$ cat src/design/sfi_pkg.sv
package sfi_pkg;

    // Field and state widths.
    localparam int STATE_W  = 2;    // state index field
    localparam int LEN_W    = 24;   // ticks: frame length, offset and dwell
    localparam int CNT_W    = 21;   // frame count and frames done
    localparam int IDX_W    = 20;   // frame index field
    localparam int EMIT_W   = 16;   // emission level and frame value
    localparam int POS_W    = 26;   // signed position inside the open frame
    localparam int SUM_W    = 41;   // signed emission * ticks of one frame
    localparam int CFG_W    = 24;   // configuration write data

    // Number of emission registers that the state index can address.
    localparam int NUM_EMISSION_REGS = 2 ** STATE_W;

    // Frames that one segment may close before it is clipped.
    localparam int MAX_FRAMES = 64;
    localparam int SLOT_W     = $clog2(MAX_FRAMES);
    localparam int RES_W      = SLOT_W + 1;

    // Largest frame count that takes effect.
    localparam logic [CNT_W-1:0] COUNT_MAX = CNT_W'(1048576);

    // Configuration register indexes.
    typedef logic [2:0] cfg_addr_t;
    localparam cfg_addr_t CFG_FRAME_LENGTH = 3'd0;
    localparam cfg_addr_t CFG_FRAME_OFFSET = 3'd1;
    localparam cfg_addr_t CFG_FRAME_COUNT  = 3'd2;
    localparam cfg_addr_t CFG_EMISSION_0   = 3'd3;

    // Reset values of the timing registers.
    localparam logic [LEN_W-1:0] FRAME_LENGTH_RESET = LEN_W'(1000);
    localparam logic [LEN_W-1:0] FRAME_OFFSET_RESET = '0;
    localparam logic [CNT_W-1:0] FRAME_COUNT_RESET  = CNT_W'(1024);

    // Input transaction: one trace segment.
    typedef struct packed {
        logic [STATE_W-1:0] state_index;
        logic [LEN_W-1:0]   dwell;
    } segment_t;

    // Output transaction: one closed frame.
    typedef struct packed {
        logic [IDX_W-1:0]         frame_index;
        logic signed [EMIT_W-1:0] frame_value;
        logic                     last;
        logic                     clipped;
    } frame_t;

    // Frame result as held in the result buffer.
    typedef struct packed {
        logic [IDX_W-1:0]         frame_index;
        logic signed [EMIT_W-1:0] frame_value;
    } frame_entry_t;

endpackage

$ cat src/design/sfi_ram.sv
module sfi_ram #(
    parameter int WIDTH = 36,
    parameter int DEPTH = 64
) (
    input  logic                     clk,
    input  logic                     we,
    input  logic [$clog2(DEPTH)-1:0] waddr,
    input  logic [WIDTH-1:0]         wdata,
    input  logic [$clog2(DEPTH)-1:0] raddr,
    output logic [WIDTH-1:0]         rdata
);

    logic [WIDTH-1:0] mem_reg [DEPTH];
    logic [WIDTH-1:0] rdata_reg;

    // One write port and one registered read port.
    always_ff @(posedge clk)
    begin
        if (we)
        begin
            mem_reg[waddr] <= wdata;
        end
        rdata_reg <= mem_reg[raddr];
    end

    assign rdata = rdata_reg;

endmodule

$ cat src/design/sfi_divider.sv
module sfi_divider (
    input  logic                             clk,
    input  logic                             rst_n,
    input  logic                             start,
    input  logic signed [sfi_pkg::SUM_W-1:0] dividend,
    input  logic [sfi_pkg::LEN_W-1:0]        divisor,
    output logic                             done,
    output logic signed [sfi_pkg::EMIT_W-1:0] quotient
);

    import sfi_pkg::*;

    localparam int STEP_W = $clog2(EMIT_W);

    logic                  busy_reg,    busy_next;
    logic                  done_reg,    done_next;
    logic [STEP_W-1:0]     step_reg,    step_next;
    logic [LEN_W-1:0]      partial_reg, partial_next;
    logic [EMIT_W-1:0]     low_reg,     low_next;
    logic [LEN_W-1:0]      divisor_reg, divisor_next;
    logic                  neg_reg,     neg_next;

    logic [SUM_W-1:0]      magnitude;
    logic [LEN_W+1:0]      trial;
    logic                  fits;

    // Magnitude of the dividend; the quotient is truncated toward zero.
    assign magnitude = dividend[SUM_W-1] ? SUM_W'(-dividend) : SUM_W'(dividend);

    // One restoring step: shift in the next dividend bit and try a subtract.
    assign trial = {1'b0, partial_reg, low_reg[EMIT_W-1]} - {2'b00, divisor_reg};
    assign fits  = !trial[LEN_W+1];

    always_comb
    begin
        busy_next    = busy_reg;
        done_next    = 1'b0;
        step_next    = step_reg;
        partial_next = partial_reg;
        low_next     = low_reg;
        divisor_next = divisor_reg;
        neg_next     = neg_reg;
        if (start)
        begin
            // The quotient fits in EMIT_W bits, so the upper part is below the divisor.
            busy_next    = 1'b1;
            step_next    = '0;
            partial_next = magnitude[EMIT_W +: LEN_W];
            low_next     = magnitude[EMIT_W-1:0];
            divisor_next = divisor;
            neg_next     = dividend[SUM_W-1];
        end
        else if (busy_reg)
        begin
            partial_next = fits ? trial[LEN_W-1:0]
                                : {partial_reg[LEN_W-2:0], low_reg[EMIT_W-1]};
            low_next     = {low_reg[EMIT_W-2:0], fits};
            step_next    = step_reg + STEP_W'(1);
            if (step_reg == STEP_W'(EMIT_W - 1))
            begin
                busy_next = 1'b0;
                done_next = 1'b1;
            end
        end
    end

    always_ff @(posedge clk or negedge rst_n)
    begin
        if (!rst_n)
        begin
            busy_reg <= 1'b0;
            done_reg <= 1'b0;
            step_reg <= '0;
        end
        else
        begin
            busy_reg <= busy_next;
            done_reg <= done_next;
            step_reg <= step_next;
        end
    end

    always_ff @(posedge clk)
    begin
        partial_reg <= partial_next;
        low_reg     <= low_next;
        divisor_reg <= divisor_next;
        neg_reg     <= neg_next;
    end

    assign done     = done_reg;
    assign quotient = neg_reg ? $signed(EMIT_W'(-low_reg)) : $signed(low_reg);

endmodule

$ cat src/design/segment_to_frame_integrator.sv
// Bins a stream of trace segments (a state and a dwell in ticks) into frames of
// frame_length ticks, starting frame_offset ticks into the trace, and delivers
// for each closed frame the time-weighted mean emission, truncated toward zero.
// A frame closes only when a segment reaches strictly past its end; one segment
// closes at most 64 frames, and a segment that would close more is clipped and
// all of its results carry the clipped flag. After frame_count frames the block
// stays silent until a timing register is written, which restarts integration.
// Each frame that a segment closes goes through one shared multiplier and a
// 16-step bit-serial divider, its result is parked in a 64-entry buffer, and
// the buffer is read out one frame at a time, a read step then a load step that
// waits for the output register, once the segment is done, so that the clipped
// flag is known before the first result leaves. A new segment is accepted once
// the last result has moved to the output register.
module segment_to_frame_integrator #(
    parameter int NUM_STATES = 4
) (
    input  logic                          clk,
    input  logic                          rst_n,
    input  logic                          cfg_we,
    input  sfi_pkg::cfg_addr_t            cfg_index,
    input  logic [sfi_pkg::CFG_W-1:0]     cfg_data,
    input  logic                          seg_valid,
    output logic                          seg_ready,
    input  sfi_pkg::segment_t             seg,
    output logic                          frame_valid,
    input  logic                          frame_ready,
    output sfi_pkg::frame_t               frame
);

    import sfi_pkg::*;

    localparam int NUM_EMIT = (NUM_STATES < NUM_EMISSION_REGS) ? NUM_STATES
                                                               : NUM_EMISSION_REGS;

    typedef enum logic [3:0] {
        S_IDLE,
        S_SKIP,
        S_CHECK,
        S_MULT,
        S_ACC,
        S_DIV,
        S_TMULT,
        S_TACC,
        S_RD,
        S_LOAD
    } state_t;

    // Configuration registers.
    logic [LEN_W-1:0]         frame_length_reg;
    logic [LEN_W-1:0]         frame_offset_reg;
    logic [CNT_W-1:0]         frame_count_reg;
    logic signed [EMIT_W-1:0] emission_reg [NUM_EMIT];

    // Integration state and sequencer.
    state_t                   state_reg,   state_next;
    logic signed [SUM_W-1:0]  sum_reg,     sum_next;
    logic signed [POS_W-1:0]  pos_reg,     pos_next;
    logic [CNT_W-1:0]         done_reg,    done_next;
    logic [LEN_W-1:0]         rem_reg,     rem_next;
    logic signed [EMIT_W-1:0] level_reg,   level_next;
    logic [LEN_W-1:0]         mul_a_reg,   mul_a_next;
    logic signed [SUM_W-1:0]  prod_reg,    prod_next;
    logic [RES_W-1:0]         n_reg,       n_next;
    logic [SLOT_W-1:0]        rd_idx_reg,  rd_idx_next;
    logic                     clip_reg,    clip_next;
    logic                     out_valid_reg, out_valid_next;
    frame_t                   out_reg,     out_next;

    logic [LEN_W-1:0]         len_eff;
    logic [CNT_W-1:0]         limit_eff;
    logic                     finished;
    logic signed [EMIT_W-1:0] level_sel;
    logic signed [POS_W:0]    reach;
    logic                     beyond;
    logic [LEN_W-1:0]         take;
    logic [LEN_W-1:0]         neg_pos;
    logic [LEN_W-1:0]         skip;
    logic signed [SUM_W-1:0]  product;
    logic signed [SUM_W-1:0]  acc_sum;
    logic                     div_start;
    logic                     div_done;
    logic signed [EMIT_W-1:0] div_quotient;
    logic                     ram_we;
    frame_entry_t             ram_wdata;
    frame_entry_t             ram_rdata;
    logic                     is_last;
    logic                     timing_write;

    // Effective frame length and frame count.
    assign len_eff   = (frame_length_reg == '0) ? LEN_W'(1) : frame_length_reg;
    assign limit_eff = (frame_count_reg > COUNT_MAX) ? COUNT_MAX : frame_count_reg;
    assign finished  = (done_reg >= limit_eff);

    // Emission of the incoming segment; unused states emit zero.
    always_comb
    begin
        level_sel = '0;
        for (int i = 0; i < NUM_EMIT; i++)
        begin
            if (seg.state_index == STATE_W'(i))
            begin
                level_sel = emission_reg[i];
            end
        end
    end

    // Position tests of the open frame.
    assign reach   = {pos_reg[POS_W-1], pos_reg} + $signed({3'b000, rem_reg});
    assign beyond  = (reach > $signed({3'b000, len_eff}));
    assign take    = (pos_reg < $signed({2'b00, len_eff})) ? len_eff - pos_reg[LEN_W-1:0]
                                                           : '0;
    assign neg_pos = LEN_W'(-pos_reg);
    assign skip    = (neg_pos < rem_reg) ? neg_pos : rem_reg;

    // Shared multiplier: ticks times level, sign-extended to the sum width.
    assign product = $signed({1'b0, mul_a_reg}) * level_reg;
    assign acc_sum = sum_reg + prod_reg;

    assign div_start = (state_reg == S_ACC);
    assign is_last   = ({1'b0, rd_idx_reg} == n_reg - RES_W'(1));
    assign timing_write = cfg_we && (cfg_index == CFG_FRAME_LENGTH ||
                                     cfg_index == CFG_FRAME_OFFSET ||
                                     cfg_index == CFG_FRAME_COUNT);

    sfi_divider u_divider (
        .clk      (clk),
        .rst_n    (rst_n),
        .start    (div_start),
        .dividend (acc_sum),
        .divisor  (len_eff),
        .done     (div_done),
        .quotient (div_quotient)
    );

    assign ram_we    = (state_reg == S_DIV) && div_done;
    assign ram_wdata = '{frame_index: done_reg[IDX_W-1:0], frame_value: div_quotient};

    sfi_ram #(
        .WIDTH ($bits(frame_entry_t)),
        .DEPTH (MAX_FRAMES)
    ) u_result_ram (
        .clk   (clk),
        .we    (ram_we),
        .waddr (n_reg[SLOT_W-1:0]),
        .wdata (ram_wdata),
        .raddr (rd_idx_reg),
        .rdata (ram_rdata)
    );

    // Sequencer.
    always_comb
    begin
        state_next     = state_reg;
        sum_next       = sum_reg;
        pos_next       = pos_reg;
        done_next      = done_reg;
        rem_next       = rem_reg;
        level_next     = level_reg;
        mul_a_next     = mul_a_reg;
        prod_next      = prod_reg;
        n_next         = n_reg;
        rd_idx_next    = rd_idx_reg;
        clip_next      = clip_reg;
        out_valid_next = out_valid_reg;
        out_next       = out_reg;

        // The output register empties when its transaction completes.
        if (out_valid_reg && frame_ready)
        begin
            out_valid_next = 1'b0;
        end

        unique case (state_reg)
            S_IDLE:
            begin
                if (seg_valid)
                begin
                    level_next = level_sel;
                    rem_next   = seg.dwell;
                    n_next     = '0;
                    clip_next  = 1'b0;
                    state_next = finished ? S_IDLE : S_SKIP;
                end
            end
            S_SKIP:
            begin
                // Ticks before the first frame add nothing.
                if (pos_reg < 0)
                begin
                    pos_next = pos_reg + $signed({2'b00, skip});
                    rem_next = rem_reg - skip;
                end
                state_next = S_CHECK;
            end
            S_CHECK:
            begin
                if (beyond && finished)
                begin
                    rem_next   = '0;
                    mul_a_next = '0;
                    state_next = S_TMULT;
                end
                else if (beyond && n_reg == RES_W'(MAX_FRAMES))
                begin
                    clip_next  = 1'b1;
                    rem_next   = '0;
                    mul_a_next = '0;
                    state_next = S_TMULT;
                end
                else if (beyond)
                begin
                    mul_a_next = take;
                    state_next = S_MULT;
                end
                else
                begin
                    mul_a_next = rem_reg;
                    state_next = S_TMULT;
                end
            end
            S_MULT:
            begin
                prod_next  = product;
                state_next = S_ACC;
            end
            S_ACC:
            begin
                // The divider takes the completed frame sum in this cycle.
                sum_next   = acc_sum;
                rem_next   = rem_reg - mul_a_reg;
                state_next = S_DIV;
            end
            S_DIV:
            begin
                if (div_done)
                begin
                    n_next     = n_reg + RES_W'(1);
                    done_next  = done_reg + CNT_W'(1);
                    sum_next   = '0;
                    pos_next   = '0;
                    state_next = S_CHECK;
                end
            end
            S_TMULT:
            begin
                prod_next  = product;
                state_next = S_TACC;
            end
            S_TACC:
            begin
                // The rest of the segment stays in the open frame.
                sum_next    = acc_sum;
                pos_next    = pos_reg + $signed({2'b00, mul_a_reg});
                rd_idx_next = '0;
                state_next  = (n_reg != '0) ? S_RD : S_IDLE;
            end
            S_RD:
            begin
                state_next = S_LOAD;
            end
            S_LOAD:
            begin
                if (!out_valid_reg || frame_ready)
                begin
                    out_valid_next = 1'b1;
                    out_next       = '{frame_index: ram_rdata.frame_index,
                                       frame_value: ram_rdata.frame_value,
                                       last:        is_last,
                                       clipped:     clip_reg};
                    rd_idx_next    = rd_idx_reg + SLOT_W'(1);
                    state_next     = is_last ? S_IDLE : S_RD;
                end
            end
            default:
            begin
                state_next = S_IDLE;
            end
        endcase

        // A timing register write restarts integration.
        if (timing_write)
        begin
            sum_next  = '0;
            done_next = '0;
            pos_next  = (cfg_index == CFG_FRAME_OFFSET)
                        ? POS_W'(0) - $signed({2'b00, cfg_data[LEN_W-1:0]})
                        : POS_W'(0) - $signed({2'b00, frame_offset_reg});
        end
    end

    // State, counters and registered outputs.
    always_ff @(posedge clk or negedge rst_n)
    begin
        if (!rst_n)
        begin
            state_reg     <= S_IDLE;
            sum_reg       <= '0;
            pos_reg       <= POS_W'(0) - $signed({2'b00, FRAME_OFFSET_RESET});
            done_reg      <= '0;
            n_reg         <= '0;
            rd_idx_reg    <= '0;
            clip_reg      <= 1'b0;
            out_valid_reg <= 1'b0;
        end
        else
        begin
            state_reg     <= state_next;
            sum_reg       <= sum_next;
            pos_reg       <= pos_next;
            done_reg      <= done_next;
            n_reg         <= n_next;
            rd_idx_reg    <= rd_idx_next;
            clip_reg      <= clip_next;
            out_valid_reg <= out_valid_next;
        end
    end

    // Working operands and output payload.
    always_ff @(posedge clk)
    begin
        rem_reg   <= rem_next;
        level_reg <= level_next;
        mul_a_reg <= mul_a_next;
        prod_reg  <= prod_next;
        out_reg   <= out_next;
    end

    // Configuration register writes.
    always_ff @(posedge clk or negedge rst_n)
    begin
        if (!rst_n)
        begin
            frame_length_reg <= FRAME_LENGTH_RESET;
            frame_offset_reg <= FRAME_OFFSET_RESET;
            frame_count_reg  <= FRAME_COUNT_RESET;
            for (int i = 0; i < NUM_EMIT; i++)
            begin
                emission_reg[i] <= '0;
            end
        end
        else if (cfg_we)
        begin
            if (cfg_index == CFG_FRAME_LENGTH)
            begin
                frame_length_reg <= cfg_data[LEN_W-1:0];
            end
            if (cfg_index == CFG_FRAME_OFFSET)
            begin
                frame_offset_reg <= cfg_data[LEN_W-1:0];
            end
            if (cfg_index == CFG_FRAME_COUNT)
            begin
                frame_count_reg <= cfg_data[CNT_W-1:0];
            end
            for (int i = 0; i < NUM_EMIT; i++)
            begin
                if (cfg_index == 3'(CFG_EMISSION_0 + i))
                begin
                    emission_reg[i] <= $signed(cfg_data[EMIT_W-1:0]);
                end
            end
        end
    end

    assign seg_ready   = (state_reg == S_IDLE);
    assign frame_valid = out_valid_reg;
    assign frame       = out_reg;

`ifndef NO_ASSERTIONS
    // The result buffer never holds more than one segment's worth of frames.
    assert property (@(posedge clk) disable iff (!rst_n)
        n_reg <= RES_W'(MAX_FRAMES))
    else $error("result count exceeds buffer depth");

    // No more frames are closed than the frame count allows.
    assert property (@(posedge clk) disable iff (!rst_n)
        done_reg <= limit_eff)
    else $error("frames done beyond frame count");

    // Between segments the open frame never extends past its end.
    assert property (@(posedge clk) disable iff (!rst_n)
        state_reg == S_IDLE |-> pos_reg <= $signed({2'b00, len_eff}))
    else $error("open frame position past frame length");

    // The divider only finishes while the sequencer waits for it.
    assert property (@(posedge clk) disable iff (!rst_n)
        div_done |-> state_reg == S_DIV)
    else $error("divider result arrived outside the divide step");

    // A new output transaction is only loaded from the result buffer.
    assert property (@(posedge clk) disable iff (!rst_n)
        $rose(out_valid_reg) |-> $past(state_reg == S_LOAD))
    else $error("output loaded outside the readout step");
`endif

endmodule

$ cat config.mk
export PLATFORM = sky130hd
export DESIGN_NAME = segment_to_frame_integrator
export DESIGN_NICKNAME = d
export VERILOG_FILES = /design/src/design/sfi_pkg.sv /design/src/design/sfi_ram.sv /design/src/design/sfi_divider.sv /design/src/design/segment_to_frame_integrator.sv
export SDC_FILE = /design/constraint.sdc
export NUM_CORES = 2
export LEC_CHECK = 0
export ABC_AREA = 1
export BUFFER_PORTS_ARGS = -buffer_cell sky130_fd_sc_hd__buf_4
export CAP_MARGIN = 20
export CORE_MARGIN = 8
export CORE_UTILIZATION = 29
export CTS_BUF_LIST = sky130_fd_sc_hd__clkbuf_8
export DETAILED_ROUTE_END_ITERATION = 12
export HOLD_SLACK_MARGIN = 0.03
export SYNTH_ARGS = -nofsm -noshare
export SYNTH_HDL_FRONTEND = slang
export SYNTH_SLANG_ARGS = --single-unit
$ cat constraint.sdc
create_clock -name clk -period 7.3 [get_ports clk]
set_clock_uncertainty 0.05 [all_clocks]
set_input_delay 0.365 -clock clk [delete_from_list [all_inputs] [get_ports clk]]
set_output_delay 0.365 -clock clk [all_outputs]
set_load 0.01 [all_outputs]
# Word-level counts from Yosys, hierarchy flattened
# Memory sizes are Yosys's and may differ from the RTL's. A register that Yosys moved wholly into a read port is not among the register bits.
# Cells that the tools add are included.
dict set report op_classes {
  addsub 18
  multipliers 1
  order_cmp 6
  n_eq_ne 30
  n_mux 64
  reduce_logical 44
}
# op n
set ops {}
lappend ops {{24-bit two-way mux} 11}
lappend ops {{16-bit two-way mux} 7}
lappend ops {{26-bit two-way mux} 4}
lappend ops {{24-bit case mux with 4 select lines} 1}
lappend ops {{21-bit two-way mux} 4}
lappend ops {{41-bit two-way mux} 2}
lappend ops {{41-bit case mux with 2 select lines} 1}
lappend ops {{26-bit case mux with 3 select lines} 1}
lappend ops {{24-bit subtractor} 3}
lappend ops {{26-bit by 25-bit adder with 26-bit output} 2}
lappend ops {{1-bit by 24-bit subtractor with 25-bit output, first input constant} 2}
lappend ops {{41-bit adder} 1}
lappend ops {{25-bit by 16-bit multiplier with 41-bit output} 1}
lappend ops {{40-bit two-way mux} 1}
lappend ops {{40-bit negation} 1}
lappend ops {{4-bit case mux with 10 select lines} 1}
lappend ops {{4-bit two-way mux} 7}
lappend ops {{26-bit by 25-bit adder with 27-bit output} 1}
lappend ops {{27-bit by 25-bit greater-than comparator with 1-bit output} 1}
lappend ops {{26-bit by 1-bit < comparator with 1-bit output, second input constant} 1}
lappend ops {{26-bit by 25-bit < comparator with 1-bit output} 1}
lappend ops {{25-bit by 24-bit subtractor with 26-bit output} 1}
lappend ops {{24-bit logical NOT} 1}
lappend ops {{24-bit < comparator} 1}
lappend ops {{other kinds (45)} 106}
dict set report word_totals {
  ff_bits 454
  mem_bits_rw 2304
  input_bits 58
  out_inout_bits 40
  wordCells 194
  mem_count 1
}
# name words word_bits read_ports rd_ports_with_merged_regs write_ports line
set mem_list {}
lappend mem_list {u_result_ram.mem_reg 64 36 1 1 1 sfi_ram.sv:13} ;# logic [WIDTH-1:0] mem_reg [DEPTH];

# Depth between registers and ports, before layout
dict set report logic_depth {
  ltp_word 7
  mapped_depth 45
}

# By module
# From an unflattened synthesis, not the netlist that was laid out.
dict set report unflattened {
  cells_unflattened 13947
  hier_area_um2 140071.8
}
# module n_inst cells_per_inst area_per_inst_um2 seq_area_each_um2
set by_module_without_submodules {}
lappend by_module_without_submodules {sfi_ram 1 7599 93008.0 69907.0}
lappend by_module_without_submodules {segment_to_frame_integrator 1 5371 40600.2 10308.6}
lappend by_module_without_submodules {sfi_divider 1 977 6463.7 2102.0}

# Least setup slack after synthesis
# No wires, ideal clock.
dict set report synth_path {
  path_kind {reg2reg}
  from {reg mul_a_reg[11]}
  to {reg prod_reg[36] (data pin)}
  arrival_ns 5.703
  required_ns 6.992
  setup_slack_ns 1.289
  path_stages_with_launch 26
  cell_sequence {edfxtp_1 > clkbuf_1 > clkbuf_1 > nand2_1 > fa_1 > fa_1 > fa_1 > inv_1 > fa_1 > fa_1 > inv_1 > fa_1 > inv_1 > ha_1 > nand2_1 > nor2_1 > a21oi_1 > nand2_1 > nand3_1 > nand2_1 > nand3_1 > nand2_1 > a21oi_1 > o21ai_0 > a21oi_1 > xnor2_1}
}
dict set report synth_between {
  elab_chain_len 1
}
# item line
set synth_rtl {}
lappend synth_rtl {{start, declared} segment_to_frame_integrator.sv:61} ;# logic [LEN_W-1:0] mul_a_reg, mul_a_next;
lappend synth_rtl {{start signal, assigned} segment_to_frame_integrator.sv:323} ;# mul_a_reg <= mul_a_next;
lappend synth_rtl {{25-bit by 16-bit multiplier with 41-bit output} segment_to_frame_integrator.sv:116} ;# assign product = $signed({1'b0, mul_a_reg}) * level_reg;
lappend synth_rtl {{net product[36]} segment_to_frame_integrator.sv:78} ;# logic signed [SUM_W-1:0] product;
lappend synth_rtl {{end signal, assigned} segment_to_frame_integrator.sv:324} ;# prod_reg <= prod_next;
lappend synth_rtl {{end, declared} segment_to_frame_integrator.sv:62} ;# logic signed [SUM_W-1:0] prod_reg, prod_next;
# The timed path passes the listed nets, and every way through them passes these cells.
# A chain may end at the register's enable or synchronous reset.

# Worst setup path after layout
dict set report layout_path {
  from {reg level_reg[1]}
  to {reg prod_reg[36] (data pin)}
}
dict set report layout_between {
  elab_chain_len 1
}
# item line
set layout_rtl {}
lappend layout_rtl {{start, declared} segment_to_frame_integrator.sv:60} ;# logic signed [EMIT_W-1:0] level_reg, level_next;
lappend layout_rtl {{start signal, assigned} segment_to_frame_integrator.sv:322} ;# level_reg <= level_next;
lappend layout_rtl {{25-bit by 16-bit multiplier with 41-bit output} segment_to_frame_integrator.sv:116}
lappend layout_rtl {{net product[36]} segment_to_frame_integrator.sv:78}
# The timed path passes the listed nets, and every way through them passes these cells.

==> impl_metrics.yaml <==
die:
  num_rows: 250
  fp.dieW_um: 698.7
  fp.coreArea_um2: 463900
  die_h_um: 698.7
  die-area_um2: 488100
  io_pins: 98
  initial_core_util: 0.2913
synth:
  syn_area_um2: 135200
  synth_top_cell_area_share: 0.5581
  yosysTopAreaCell: "edfxtp_1"
  synthCells: 12448
  yosysSeqAreaShare: 0.6091
  syn_nets: 13217
  ys_seq_elements: 2794
  synthFlopType: "edfxtp_1"
  synth.top_cells.by_count: "2512 x edfxtp_1, 1661 x nand2_1, 1628 x o21ai_0"
  synth_edf_count: 2512
  yosysUniqueCellTypes: 62
  synth_area_leaders: "edfxtp_1 56%, o21ai_0 6.0%, fa_1 4.6%, nand2_1 4.6%, nor2_1 4.5%"
  yosysWarnings: 0
  async_flop_share: 0.08805
  yosysMostFrequentCell: "edfxtp_1"
  syn_avg_cell_area_um2: 10.86
route:
  dr.pass1.iters: 7
  ant_nets: 0
  routedWlPerCell_um: 22.48
  drc: 0
  vias_per_cell: 5.113
  wl_um: 430300
  first_iter_violations: 10781
  vias: 97864
sta:
  setup_violations: 0
  min_period_over_period: 0.9448
  slew_headroom: 0.09754
  hold_viol: 0
  drv_slew: 0
  tns_ns: 0
  fmax_mhz: 145.0
  rsz0062_at_grt: "no"
  tightest_slew_ns: 1.354
  fin_crit_ns: 6.897
cts:
  post_cts_buffers: 0
  cts_made_buffers: 419
  h-tree-depth: 5
  cts-root-buf: "clkbuf_8"
  cts.path.max_buffers: 4
  clk_latency_ns: 1.03
  cts.sinks: 2794
  cts_tree: "built"
  clkSlewWorstSetupHoldPaths_ns: 0.07
placed_design:
  io_buffers: 97
  gp_congestion: 0.9297
  dp_hpwl_um: 257600
critical_path:
  cp.arrival_ns: 7.61
  cp-end-kind: "register"
  reg2regPathDepth: 24
  cp-start-kind: "register"
  crit_required_ns: 8.01
  criticalPathCategory: "reg2reg"
  cp_max_fo: 15
finish:
  nNetsFinal: 13361
  largest_reg_flops: 2304
  fill_cells: 46528
  final_layout_size_suffix_gt1_frac: 0.08109
  syn_to_final_growth_pct: 12.83
  register_area_um2: 82360
  multi_input_area_um2: 46640
global_route:
  grt_max_degree: 222
  grt_usage: 0.1674
  grt_antenna_before_repair: 26
  grt_pass1_wl_um: 622900
  grt_pass1_vias: 92880
  gr-total-overflow: 0
status:
  status: "finished, final reports clean"
worst_hold_path:
  whs_path_depth: 4
  hp-class: "in2reg"
flow_run:
  cap_violations: 0
-- layer usage --
layer / global-route usage / part of all wire
met1: 0.2242 / 0.41
met2: 0.2714 / 0.46
met3: 0.02464 / 0.080
met4: 0.06927 / 0.044
met5: 0 / 0.00027
-- cell usage in the layout, fill, tap and decap left out, types with 85 or more instances in the layout --
master            n
clkinv_1         93
dfrtp_1         214
clkbuf_8        439
ha_1            399
a21oi_1         450
o21ai_0        1624
buf_4           304
edfxtp_1       2512
dlygate4sd3_1    91
nor2_1         1547
o211ai_1         85
nand3_1         356
inv_1          1287
o22ai_1         400
fa_1            312
o221ai_1        225
nand2_1        1659
xor2_1          108
nand4_1         118
-- area by class of cell --
cell class	count	area share
Timing Repair Buffer	416	0.02383
Clock buffer	439	0.03962
Sequential cell	2794	0.5401
Tap cell	6174	0.05066
Clock inverter	326	0.01109
Multi-Input combinational cell	7817	0.3058
Inverter	1144	0.02839
Antenna cell	31	0.0005087
-- through the flow --
| stage | instances | setup slack (ns) | area (um^2) | util | hold WS [ns] |
|---|---|---|---|---|---|
| 4_1_cts | 19105 | 0.4211 | 152300 | 0.3283 | 0.03902 |
| 2_1_floorplan | 12448 | 1.289 | 135200 | - | 0.01941 |
| 3_3_place_gp | 18248 | 0.4724 | 143600 | 0.3096 | 0.2330 |
| 5_1_grt | 19136 | 0.003852 | 152500 | 0.3287 | 0.09670 |
| 6_report | 19141 | 0.4027 | 152500 | 0.3287 | 0.1462 |
| 3_5_place_dp | 18248 | 0.4440 | 143600 | 0.3096 | 0.2374 |
-- critical path, cell delays in order, from the launching register on --
cell and delay (ns):
edfxtp_1 0.81, buf_4 0.30, nand2_1 0.09, fa_1 0.53, fa_1 0.47, fa_1 0.45
fa_1 0.50, inv_1 0.06, fa_1 0.56, inv_1 0.06, fa_1 0.47, inv_1 0.04
ha_1 0.34, nand2_1 0.09, nor2_1 0.20, a21oi_1 0.13, nand2_1 0.12, nand3_1 0.07
nand2_1 0.16, nand3_1 0.09, nand2_1 0.12, a21oi_1 0.12, o21ai_0 0.45, a21oi_1 0.15
xnor2_1 0.16
-- timing repair --
item | in CTS | in global routing
gates resized for setup | 0 | 4
endpoints found under the setup margin | 0 | 12
hold endpoints to repair | 439 | 0
hold buffers | 92 | 0
-- path summary, 6_finish.rpt --
kind / to / slack (ns) / from
setup / recovery: prod_reg[36] / 0.40 / level_reg[1]
hold / removal: rem_reg[8] / 0.15 / seg[8]
setup reg to reg: prod_reg[36] / 0.40 / level_reg[1]
hold reg to reg: frame[9] / 0.35 / u_result_ram.rdata[7]
max in group asynchronous: frame_length_reg[2] / 5.77 / rst_n
min in group asynchronous: frame_valid / 0.43 / rst_n
-- logic make-up after synthesis --
| logic type | share of synthesized area |
|---|---|
| buffers and inverters | 0.05140 |
| AO/OA/AOI/OAI | 0.1277 |
| AND/OR/NAND/NOR | 0.1176 |
| adder cells (fa/ha/maj) | 0.08315 |
| XOR/XNOR | 0.01108 |
| flip-flops | 0.6091 |
Power is not shown: default switching activity piles up to over one toggle a cycle in this logic, so the estimate is an artifact.
